==> src/rtl/core/hte_pkg.sv <==
// Shared types, constants and saturating helpers of the hover thrust estimator.
// Used by every module under rtl/core; depends on nothing else.
`default_nettype none
package hte_pkg;

  // Register indexes on the configuration port.
  localparam logic [1:0] RegGain  = 2'd0;
  localparam logic [1:0] RegLower = 2'd1;
  localparam logic [1:0] RegUpper = 2'd2;

  // Action codes of an input item.
  localparam logic [2:0] ActPredict = 3'd0;
  localparam logic [2:0] ActKalman  = 3'd1;
  localparam logic [2:0] ActSimple  = 3'd2;
  localparam logic [2:0] ActSet     = 3'd3;
  localparam logic [2:0] ActReinit  = 3'd4;

  // Gravity in Q8.24 and the simple update step gain in Q0.32.
  localparam logic signed [63:0] Gravity  = 64'sd164416717;
  localparam logic signed [63:0] StepGain = 64'sd4294967;

  localparam logic signed [63:0] SMax   = 64'sh7FFF_FFFF_FFFF_FFFF;
  localparam logic signed [64:0] SMax65 = 65'sh0_7FFF_FFFF_FFFF_FFFF;

  // Configuration register contents.
  typedef struct packed {
    logic [23:0] gain;
    logic [16:0] lower;
    logic [16:0] upper;
  } hte_cfg_t;

  // One operation for the serial multiply and divide unit.
  typedef struct packed {
    logic signed [63:0] a;
    logic signed [63:0] b;
    logic        [63:0] divisor;
    logic        [5:0]  sh;
    logic               div_mode;
  } hte_op_t;

  // Add with symmetric saturation to +-(2^63-1).
  function automatic logic signed [63:0] sat_add(input logic signed [63:0] a,
                                                 input logic signed [63:0] b);
    logic signed [64:0] s;
    s = {a[63], a} + {b[63], b};
    if (s > SMax65) return SMax;
    if (s < -SMax65) return -SMax;
    return s[63:0];
  endfunction

  // Saturate to the 32-bit signed range.
  function automatic logic signed [31:0] sat32(input logic signed [63:0] v);
    if (v > 64'sh7FFF_FFFF) return 32'sh7FFF_FFFF;
    if (v < -64'sh8000_0000) return 32'sh8000_0000;
    return v[31:0];
  endfunction

  // Limit the throttle state; the lower limit wins when the limits cross.
  function automatic logic signed [31:0] clamp_hover(input logic signed [31:0] x,
                                                     input logic [16:0] lo,
                                                     input logic [16:0] hi);
    logic signed [31:0] lo_s;
    logic signed [31:0] hi_s;
    logic signed [31:0] r;
    lo_s = {7'b0, lo, 8'b0};
    hi_s = {7'b0, hi, 8'b0};
    r = x;
    if (r > hi_s) r = hi_s;
    if (r < lo_s) r = lo_s;
    return r;
  endfunction

endpackage
`default_nettype wire

==> src/rtl/core/hte_regs.sv <==
// APB-style configuration registers of the hover thrust estimator.
// Depends on hte_pkg for the register indexes and the hte_cfg_t struct.
`default_nettype none
module hte_regs (
  input  wire logic             clk_i,
  input  wire logic             rst_ni,
  input  wire logic             psel,
  input  wire logic             penable,
  input  wire logic             pwrite,
  input  wire logic [3:0]       paddr,
  input  wire logic [31:0]      pwdata,
  output logic      [31:0]      prdata,
  output logic                  pready,
  output hte_pkg::hte_cfg_t     cfg_o
);
  import hte_pkg::*;

  hte_cfg_t cfg_q;
  logic     wr_en;

  assign pready = 1'b1;
  assign wr_en  = psel & penable & pwrite;
  assign cfg_o  = cfg_q;

  // Register writes on a completed transfer.
  always_ff @(posedge clk_i or negedge rst_ni) begin
    if (!rst_ni) begin
      cfg_q.gain  <= 24'd1310720;
      cfg_q.lower <= 17'd19661;
      cfg_q.upper <= 17'd52429;
    end else if (wr_en) begin
      unique case (paddr[3:2])
        RegGain:  cfg_q.gain  <= pwdata[23:0];
        RegLower: cfg_q.lower <= pwdata[16:0];
        RegUpper: cfg_q.upper <= pwdata[16:0];
        default: ;
      endcase
    end
  end

  // Read-back decoder.
  always_comb begin
    unique case (paddr[3:2])
      RegGain:  prdata = {8'b0, cfg_q.gain};
      RegLower: prdata = {15'b0, cfg_q.lower};
      RegUpper: prdata = {15'b0, cfg_q.upper};
      default:  prdata = 32'b0;
    endcase
  end

endmodule
`default_nettype wire

==> src/rtl/core/hte_muldiv.sv <==
// Bit-serial multiply, shift and divide unit of the hover thrust estimator.
// Depends on hte_pkg for hte_op_t and the saturation constant.
`default_nettype none
module hte_muldiv (
  input  wire logic               clk_i,
  input  wire logic               rst_ni,
  input  wire logic               start_i,
  input  wire hte_pkg::hte_op_t   op_i,
  output logic                    done_o,
  output logic signed [63:0]      result_o
);
  import hte_pkg::*;

  typedef enum logic [4:0] {
    U_IDLE  = 5'b00001,
    U_MUL   = 5'b00010,
    U_SHIFT = 5'b00100,
    U_DIV   = 5'b01000,
    U_DONE  = 5'b10000
  } unit_state_e;

  unit_state_e state_q, state_d;
  logic [6:0]   cnt_q, cnt_d;
  logic [127:0] acc_q, acc_d;
  logic [63:0]  amag_q, amag_d;
  logic [63:0]  div_q, div_d;
  logic [63:0]  rem_q, rem_d;
  logic [5:0]   sh_q, sh_d;
  logic         dmode_q, dmode_d;
  logic         neg_q, neg_d;

  logic [64:0]  psum;
  logic [64:0]  trial;
  logic         ge;
  logic [63:0]  amag_in;
  logic [63:0]  bmag_in;
  logic [63:0]  mag;

  assign amag_in = op_i.a[63] ? 64'(-op_i.a) : op_i.a;
  assign bmag_in = op_i.b[63] ? 64'(-op_i.b) : op_i.b;

  // One partial product and one quotient bit per cycle.
  assign psum  = {1'b0, acc_q[127:64]} + (acc_q[0] ? {1'b0, amag_q} : 65'd0);
  assign trial = {rem_q, acc_q[127]};
  assign ge    = trial >= {1'b0, div_q};

  // Saturate the magnitude and apply the sign.
  assign mag      = (acc_q[127:63] != 65'd0) ? SMax : acc_q[63:0];
  assign result_o = neg_q ? -$signed(mag) : $signed(mag);
  assign done_o   = state_q == U_DONE;

  always_comb begin
    state_d = state_q;
    cnt_d   = cnt_q;
    acc_d   = acc_q;
    amag_d  = amag_q;
    div_d   = div_q;
    rem_d   = rem_q;
    sh_d    = sh_q;
    dmode_d = dmode_q;
    neg_d   = neg_q;
    unique case (state_q)
      U_IDLE: begin
        if (start_i) begin
          acc_d   = {64'b0, bmag_in};
          amag_d  = amag_in;
          div_d   = op_i.divisor;
          sh_d    = op_i.sh;
          dmode_d = op_i.div_mode;
          neg_d   = op_i.a[63] ^ op_i.b[63];
          rem_d   = 64'b0;
          cnt_d   = 7'd63;
          state_d = U_MUL;
        end
      end
      U_MUL: begin
        acc_d = {psum, acc_q[63:1]};
        if (cnt_q == 7'd0) begin
          if (dmode_q) begin
            cnt_d   = 7'd127;
            state_d = U_DIV;
          end else begin
            cnt_d   = {1'b0, sh_q};
            state_d = U_SHIFT;
          end
        end else begin
          cnt_d = cnt_q - 7'd1;
        end
      end
      U_SHIFT: begin
        if (cnt_q == 7'd0) begin
          state_d = U_DONE;
        end else begin
          acc_d = {1'b0, acc_q[127:1]};
          cnt_d = cnt_q - 7'd1;
        end
      end
      U_DIV: begin
        rem_d = ge ? 64'(trial - {1'b0, div_q}) : trial[63:0];
        acc_d = {acc_q[126:0], ge};
        if (cnt_q == 7'd0) state_d = U_DONE;
        else cnt_d = cnt_q - 7'd1;
      end
      U_DONE: state_d = U_IDLE;
      default: state_d = U_IDLE;
    endcase
  end

  // Control state.
  always_ff @(posedge clk_i or negedge rst_ni) begin
    if (!rst_ni) begin
      state_q <= U_IDLE;
      cnt_q   <= 7'd0;
    end else begin
      state_q <= state_d;
      cnt_q   <= cnt_d;
    end
  end

  // Datapath shift registers.
  always_ff @(posedge clk_i) begin
    acc_q   <= acc_d;
    amag_q  <= amag_d;
    div_q   <= div_d;
    rem_q   <= rem_d;
    sh_q    <= sh_d;
    dmode_q <= dmode_d;
    neg_q   <= neg_d;
  end

endmodule
`default_nettype wire

==> src/rtl/core/hover_thrust_kalman_estimator.sv <==
// Top level of the hover thrust estimator: sequencer, state and result register.
// Depends on hte_pkg, hte_regs and hte_muldiv.
//
// Usage: one input item per transfer on the in_* channel carries an action and
// its operands; each item yields exactly one result on the out_* channel with
// the hover estimate, the acceleration estimate and the limit flags.
// Set, reinitialize and unknown actions do not use the arithmetic unit. Every
// product and quotient goes through one bit-serial unit. Predict runs four
// multiplies, simple update two and the Kalman update six multiply-divides
// (none when p_q[3] plus the measurement noise is not positive). One item is
// in work at a time; the next is taken once the result has moved into the
// output register. The output register holds its result while the receiver
// stalls; the block finishes the next item and then waits until that register
// is free. Reset clears the estimates to zero, sets the covariance to its
// initial diagonal and restores the configuration registers.
`default_nettype none
module hover_thrust_kalman_estimator #(
  parameter int COV_FRAC_BITS = 55
) (
  input  wire logic               clk_i,
  input  wire logic               rst_ni,
  input  wire logic               psel,
  input  wire logic               penable,
  input  wire logic               pwrite,
  input  wire logic [3:0]         paddr,
  input  wire logic [31:0]        pwdata,
  output logic      [31:0]        prdata,
  output logic                    pready,
  input  wire logic               in_valid_i,
  output logic                    in_ready_o,
  input  wire logic [2:0]         action_i,
  input  wire logic [16:0]        throttle_cmd_i,
  input  wire logic signed [23:0] accel_z_i,
  input  wire logic [16:0]        hover_set_i,
  output logic                    out_valid_o,
  input  wire logic               out_ready_i,
  output logic      [16:0]        hover_estimate_o,
  output logic signed [23:0]      accel_estimate_o,
  output logic                    at_lower_o,
  output logic                    at_upper_o
);
  import hte_pkg::*;

  localparam logic signed [63:0] MeasNoise =
      64'(((64'd1 << COV_FRAC_BITS) + 64'd500000) / 64'd1000000);
  localparam logic signed [63:0] P00Init = 64'(64'd1 << (COV_FRAC_BITS - 2));
  localparam logic signed [63:0] P11Init = 64'(64'd1 << COV_FRAC_BITS);

  typedef enum logic [3:0] {
    S_IDLE  = 4'b0001,
    S_ISSUE = 4'b0010,
    S_WAIT  = 4'b0100,
    S_OUT   = 4'b1000
  } seq_state_e;

  hte_cfg_t   cfg;
  hte_op_t    op;
  logic       unit_start;
  logic       unit_done;
  logic signed [63:0] unit_res;

  seq_state_e state_q;
  logic [2:0] step_q;
  logic [2:0] act_q;
  logic [16:0] u_q;
  logic signed [23:0] acc_q;
  logic [16:0] hs_q;
  logic signed [31:0] x0_q;
  logic signed [31:0] x1_q;
  logic signed [63:0] p_q [4];
  logic signed [63:0] tmp_q;
  logic signed [63:0] y_q;
  logic signed [63:0] s_q;

  logic signed [63:0] x0_ext;
  logic signed [63:0] x1_ext;
  logic signed [63:0] acc256;
  logic signed [63:0] u256;
  logic signed [63:0] u64;
  logic signed [63:0] g64;
  logic               last_step;
  logic               uses_unit;

  hte_regs u_regs (
    .clk_i   (clk_i),
    .rst_ni  (rst_ni),
    .psel    (psel),
    .penable (penable),
    .pwrite  (pwrite),
    .paddr   (paddr),
    .pwdata  (pwdata),
    .prdata  (prdata),
    .pready  (pready),
    .cfg_o   (cfg)
  );

  hte_muldiv u_muldiv (
    .clk_i    (clk_i),
    .rst_ni   (rst_ni),
    .start_i  (unit_start),
    .op_i     (op),
    .done_o   (unit_done),
    .result_o (unit_res)
  );

  assign x0_ext = {{32{x0_q[31]}}, x0_q};
  assign x1_ext = {{32{x1_q[31]}}, x1_q};
  assign acc256 = {{32{acc_q[23]}}, acc_q, 8'b0};
  assign u256   = {39'b0, u_q, 8'b0};
  assign u64    = {47'b0, u_q};
  assign g64    = {40'b0, cfg.gain};

  assign in_ready_o = state_q == S_IDLE;
  assign uses_unit  = act_q == ActPredict || act_q == ActSimple ||
                      (act_q == ActKalman && s_q > 64'sd0);
  assign unit_start = state_q == S_ISSUE && uses_unit;

  // Operand selection for the current step.
  always_comb begin
    op = '{a: 64'sd0, b: 64'sd0, divisor: 64'd1, sh: 6'd0, div_mode: 1'b0};
    last_step = 1'b1;
    case (act_q)
      ActPredict: begin
        last_step = step_q == 3'd3;
        case (step_q)
          3'd0: begin op.a = g64; op.b = u256 - x0_ext; op.sh = 6'd16; end
          3'd1: begin op.a = p_q[0]; op.b = g64; op.sh = 6'd16; end
          3'd2: begin op.a = g64; op.b = g64; op.sh = 6'd0; end
          default: begin op.a = p_q[0]; op.b = tmp_q; op.sh = 6'd32; end
        endcase
      end
      ActKalman: begin
        last_step = step_q == 3'd5;
        op.div_mode = 1'b1;
        op.divisor  = s_q;
        case (step_q)
          3'd0: begin op.a = p_q[1]; op.b = y_q; end
          3'd1: begin op.a = p_q[3]; op.b = y_q; end
          3'd2: begin op.a = p_q[1]; op.b = p_q[2]; end
          3'd3: begin op.a = p_q[1]; op.b = p_q[3]; end
          3'd4: begin op.a = p_q[3]; op.b = p_q[2]; end
          default: begin op.a = p_q[3]; op.b = p_q[3]; end
        endcase
      end
      ActSimple: begin
        last_step = step_q == 3'd1;
        if (step_q == 3'd0) begin
          op.a = u64; op.b = g64; op.sh = 6'd8;
        end else begin
          op.a = tmp_q; op.b = StepGain; op.sh = 6'd32;
        end
      end
      default: ;
    endcase
  end

  // Sequencer control.
  always_ff @(posedge clk_i or negedge rst_ni) begin
    if (!rst_ni) begin
      state_q     <= S_IDLE;
      step_q      <= 3'd0;
      out_valid_o <= 1'b0;
    end else begin
      if (state_q == S_OUT && (!out_valid_o || out_ready_i)) begin
        out_valid_o <= 1'b1;
      end else if (out_valid_o && out_ready_i) begin
        out_valid_o <= 1'b0;
      end
      unique case (state_q)
        S_IDLE: begin
          if (in_valid_i) begin
            step_q  <= 3'd0;
            state_q <= S_ISSUE;
          end
        end
        S_ISSUE: state_q <= uses_unit ? S_WAIT : S_OUT;
        S_WAIT: begin
          if (unit_done) begin
            if (last_step) begin
              state_q <= S_OUT;
            end else begin
              step_q  <= step_q + 3'd1;
              state_q <= S_ISSUE;
            end
          end
        end
        S_OUT: begin
          if (!out_valid_o || out_ready_i) begin
            state_q <= S_IDLE;
          end
        end
        default: state_q <= S_IDLE;
      endcase
    end
  end

  // Input capture and filter state.
  always_ff @(posedge clk_i or negedge rst_ni) begin
    if (!rst_ni) begin
      x0_q   <= 32'sd0;
      x1_q   <= 32'sd0;
      p_q[0] <= P00Init;
      p_q[1] <= 64'sd0;
      p_q[2] <= 64'sd0;
      p_q[3] <= P11Init;
    end else begin
      if (state_q == S_ISSUE && !uses_unit) begin
        case (act_q)
          ActKalman: x0_q <= clamp_hover(x0_q, cfg.lower, cfg.upper);
          ActSet:    x0_q <= {7'b0, hs_q, 8'b0};
          ActReinit: begin
            x0_q   <= 32'sd0;
            x1_q   <= 32'sd0;
            p_q[0] <= P00Init;
            p_q[1] <= 64'sd0;
            p_q[2] <= 64'sd0;
            p_q[3] <= P11Init;
          end
          default: ;
        endcase
      end else if (state_q == S_WAIT && unit_done) begin
        case (act_q)
          ActPredict: begin
            case (step_q)
              3'd0: x1_q <= sat32(unit_res);
              3'd1: begin
                p_q[1] <= -unit_res;
                p_q[2] <= -unit_res;
              end
              3'd2: ;
              default: p_q[3] <= unit_res;
            endcase
          end
          ActKalman: begin
            case (step_q)
              3'd0: x0_q <= sat32(sat_add(x0_ext, unit_res));
              3'd1: x1_q <= sat32(sat_add(x1_ext, unit_res));
              3'd2: p_q[0] <= sat_add(p_q[0], -unit_res);
              3'd3: p_q[1] <= sat_add(p_q[1], -unit_res);
              3'd4: p_q[2] <= sat_add(p_q[2], -unit_res);
              default: begin
                p_q[3] <= sat_add(p_q[3], -unit_res);
                x0_q   <= clamp_hover(x0_q, cfg.lower, cfg.upper);
              end
            endcase
          end
          ActSimple: begin
            if (step_q != 3'd0) begin
              x0_q <= clamp_hover(sat32(x0_ext + unit_res), cfg.lower, cfg.upper);
            end
          end
          default: ;
        endcase
      end
    end
  end

  // Item registers and intermediate values; no reset needed.
  always_ff @(posedge clk_i) begin
    if (state_q == S_IDLE && in_valid_i) begin
      act_q <= action_i;
      u_q   <= throttle_cmd_i;
      acc_q <= accel_z_i;
      hs_q  <= hover_set_i;
      y_q   <= {{32{accel_z_i[23]}}, accel_z_i, 8'b0} - Gravity - x1_ext;
      s_q   <= sat_add(p_q[3], MeasNoise);
    end
    if (state_q == S_WAIT && unit_done) begin
      if (act_q == ActPredict && step_q == 3'd2) tmp_q <= unit_res;
      if (act_q == ActSimple && step_q == 3'd0) tmp_q <= unit_res - acc256;
    end
  end

  // Result register, loaded when the previous result has been taken.
  always_ff @(posedge clk_i) begin
    if (state_q == S_OUT && (!out_valid_o || out_ready_i)) begin
      if (x0_q <= 32'sd0) hover_estimate_o <= 17'd0;
      else if (x0_q[31:8] > 24'd65536) hover_estimate_o <= 17'd65536;
      else hover_estimate_o <= x0_q[24:8];
      accel_estimate_o <= x1_q[31:8];
      at_lower_o <= x0_q == {7'b0, cfg.lower, 8'b0};
      at_upper_o <= x0_q == {7'b0, cfg.upper, 8'b0};
    end
  end

endmodule
`default_nettype wire
==> config.mk <==
export PLATFORM = sky130hd
export DESIGN_NAME = hover_thrust_kalman_estimator
export DESIGN_NICKNAME = d
export VERILOG_FILES = /design/src/rtl/core/hte_pkg.sv /design/src/rtl/core/hte_regs.sv /design/src/rtl/core/hte_muldiv.sv /design/src/rtl/core/hover_thrust_kalman_estimator.sv
export SDC_FILE = /design/constraint.sdc
export NUM_CORES = 2
export LEC_CHECK = 0
export BUFFER_PORTS_ARGS = -buffer_cell sky130_fd_sc_hd__buf_2
export CORE_ASPECT_RATIO = 1.1
export CORE_MARGIN = 2
export CORE_UTILIZATION = 40
export DETAILED_ROUTE_END_ITERATION = 10
export SYNTH_ARGS = -nofsm -noshare
export SYNTH_HDL_FRONTEND = slang
export SYNTH_SLANG_ARGS = --single-unit
==> constraint.sdc <==
create_clock -name clk_i -period 20.2 [get_ports clk_i]
set_input_delay 1.01 -clock clk_i [delete_from_list [all_inputs] [get_ports clk_i]]
set_output_delay 1.01 -clock clk_i [all_outputs]
set_load 0.005 [all_outputs]
==> results.yml <==
global_routing:
  grt_pass1_wl_um: 574000
  grtUsageTotal_pct: 32.81
  antenna_found_initial: 23
  grt_overflow: 0
  grt_max_degree: 95
  grt_pass1_vias: 86190
floorplanning:
  fp.dieW_um: 460.9
  dieArea_sq_mm: 0.2335
  die_y_um: 506.6
  start_util_pct: 40.21
  core.rowCount: 184
  io_pins: 182
  core_sq_mm: 0.2284
logic_synthesis:
  synth.most_common_cell: "a21oi_1"
  synth.top_cell.area_share_pct: 19.32
  yosysSeqAreaShare_pct: 30.20
  ys.flop_type: "edfxtp_1"
  synth_cell_type_count: 113
  yosysTopAreaCell: "edfxtp_1"
  synth-edff-count: 591
  ys_ff_latch: 989
  synth_area_leaders: "edfxtp_1, dfrtp_1, ha_1, a21oi_1, xnor2_1"
  synthArstFlopShare_pct: 40.24
  synth_commonest_cells: "a21oi_1, nor2_1, nand2_1"
  syn-cell-area_sq_mm: 0.09184
  netlist_instances: 11080
  syn_area_per_cell_sq_um: 8.293
  yosysWarnings: 0
final_layout:
  fin_area_sq_mm: 0.1009
  nets: 11880
  syn2layout_area_growth_pct: 9.812
  fillers: 22630
  drive_above_1_share_pct: 8.230
timing:
  period_needed_ns: 17.11
  tns_ns: 0
  worstMarginPinSlew_ns: 1.358
  hold_ws_ns: 0.2221
  setup_violations: 0
  finalMaxSlewViolations: 0
  finalHoldViolCount: 0
  slew_headroom_pct: 8.861
  final.period_utilization_pct: 84.71
  grt_setup_unrepaired: "false"
  max_freq_mhz: 58.44
  final.setup_skew_ns: 0.08814
cts:
  cts.sinks: 989
  cts_buffers: 121
  post_cts_buffers: 0
  cts_root_buffer: "clkbuf_16"
  cts.repair.resized: 0
  cts_max_level: 3
  cts_tree: "built"
  clk_pin_slew_worst_paths_ns: 0.06
  clock_latency_ns: 0.85
  ctsHoldBuffers: 0
  cts.path.max_buffers: 3
power:
  p_clk_share_pct: 16.5
  ir_drop_mv: 0.1077
  p_leak_uw: 0.04225
  power_frac_comb_pct: 57.9
  p_per_area_mw_per_mm2: 136.8
  pwr-share-seq_pct: 25.6
  p_int_uw: 6903
  p_sw_uw: 6895
  switching_share_pct: 49.97
setup_path:
  crit_arrival_ns: 17.83
  critical_path.slowest_cell: "nor4_4"
  end_kind: "register"
  critPathTopFamily: "simple AND/OR/NAND/NOR gates"
  max_stage_delay_ns: 1.07
  crit_required_ns: 20.91
  cp_max_fo: 59
  worstSetupPathType: "register to register"
  crit_buf_inv: 7
  worst_setup_path_start_kind: "register"
  path_common_cell: "a21oi_1"
routing:
  drt.antenna.violating_nets: 0
  drc: 0
  totalWireLength_um: 397000
  vias: 90970
  drt_iter0_drc: 11370
  drt-pass1-iter-count: 10
  wire_per_inst_um: 27.90
  vias_per_cell: 6.392
run_status:
  status: "completed"
placed_design:
  hpwl_um: 314400
  gp_congestion: 1.060
  placed_area_sq_mm: 0.09680
  io_buffers: 162
flow_run:
  maxCapViolations: 0
worst_hold_path:
  hp-class: "input port to async pin"
-- power by group through the flow --
stage,Combinational [uW],Sequential (uW),Clock [uW]
floorplan,5490,3070,0
global placement,7680,3500,0
detailed placement,7740,3500,0
CTS,7790,3470,2300
global route,8670,3530,2370
finish,7990,3530,2270
-- final cells by class --
class,instances,area [sq um],area share [%]
clock inverters,83,753.2,0.7469
multi-input cells,9016,60470,59.96
repair buffers,449,2988,2.963
flip-flops and latches,989,27740,27.50
well taps,3069,3840,3.807
clock buffers,148,3273,3.245
inverters,469,1773,1.758
diodes,8,20.02,0.01985
-- logic make-up after synthesis --
| group | after synthesis | share of synthesized area, % |
|---|---|---|
| flops | 989 | 30.20 |
| xor+xnor | 792 | 7.553 |
| other cells | 2 | 0.008177 |
| simple gates | 3521 | 18.87 |
| mux | 140 | 1.576 |
| compound gates | 3825 | 27.28 |
| fa+ha+maj | 729 | 10.01 |
| buf+inv | 1077 | 4.503 |
-- cell usage in the layout (no fill, tap or decap), types with 85 or more instances in the layout --
cell       instances
a221oi_1         100
and2_1           228
xnor2_1          494
nand2_1          858
a22o_1            89
mux2i_1          103
nor3_1           218
buf_4            285
a222oi_1          85
nand4_1          183
a22oi_1          170
xor2_1           298
edfxtp_1         591
o21ai_0          752
o21a_1           102
nand2b_1         108
nand3_1          293
a21o_1           393
a31oi_1          115
o21bai_1         104
nor2_1           949
clkbuf_16        124
a21oi_1         1069
o31ai_1          139
nor2b_1           98
and3_1            89
inv_1            464
a211oi_1          99
nor4_1           125
buf_2            161
ha_1             720
dfrtp_1          374
-- metrics by stage --
| stage | setup WS, ns | cells | util, % | total power, uW |
|---|---|---|---|---|
| 2_1_floorplan | 6.014 | 11080 | - | 8563 |
| 3_3_place_gp | 3.337 | 13990 | 42.39 | 11180 |
| 3_5_place_dp | 3.569 | 13990 | 42.39 | 11240 |
| 4_1_cts | 3.491 | 14220 | 44.15 | 13550 |
| 5_1_grt | 2.389 | 14230 | 44.15 | 14580 |
| 6_report | 3.088 | 14230 | 44.16 | 13800 |
-- path summary, 6_finish.rpt --
| kind | to | slack [ns] | cells after the start | startpoint |
|---|---|---|---|---|
| setup / recovery | x0_q[14] | 3.09 | 60 | u_muldiv.acc_q[63] |
| hold / removal | x0_q[14] | 0.22 | 1 | rst_ni |
| setup reg to reg | x0_q[14] | 3.09 | 60 | u_muldiv.acc_q[63] |
| hold reg to reg | u_muldiv.cnt_q[3] | 0.49 | 2 | u_muldiv.cnt_q[3] |
| max in group asynchronous | p_q[251] | 16.00 | 5 | rst_ni |
| min in group clk_i | u_q[16] | 0.34 | 1 | throttle_cmd_i[16] |
-- layer usage --
metal	wire length, um	share of wire [%]	vias up	global-route usage [%]
met5	96	0.024	-	0
met4	28880	7.3	14	20.50
met3	38780	9.8	866	6.925
met2	171800	43	4674	50.51
met1	157400	40	43940	41.85
li1	-	-	41480	-
-- state kept, by name (all words and copies together) (netlist names), 34 cells and up --
name             cells
u_muldiv.div_q      64
u_muldiv.acc_q     128
y_q                 34
tmp_q               64
u_regs.cfg_o        58
u_muldiv.amag_q     64
s_q                 64
p_q                256
u_muldiv.rem_q      64
Note: power is estimated with default switching activity, not from simulation.
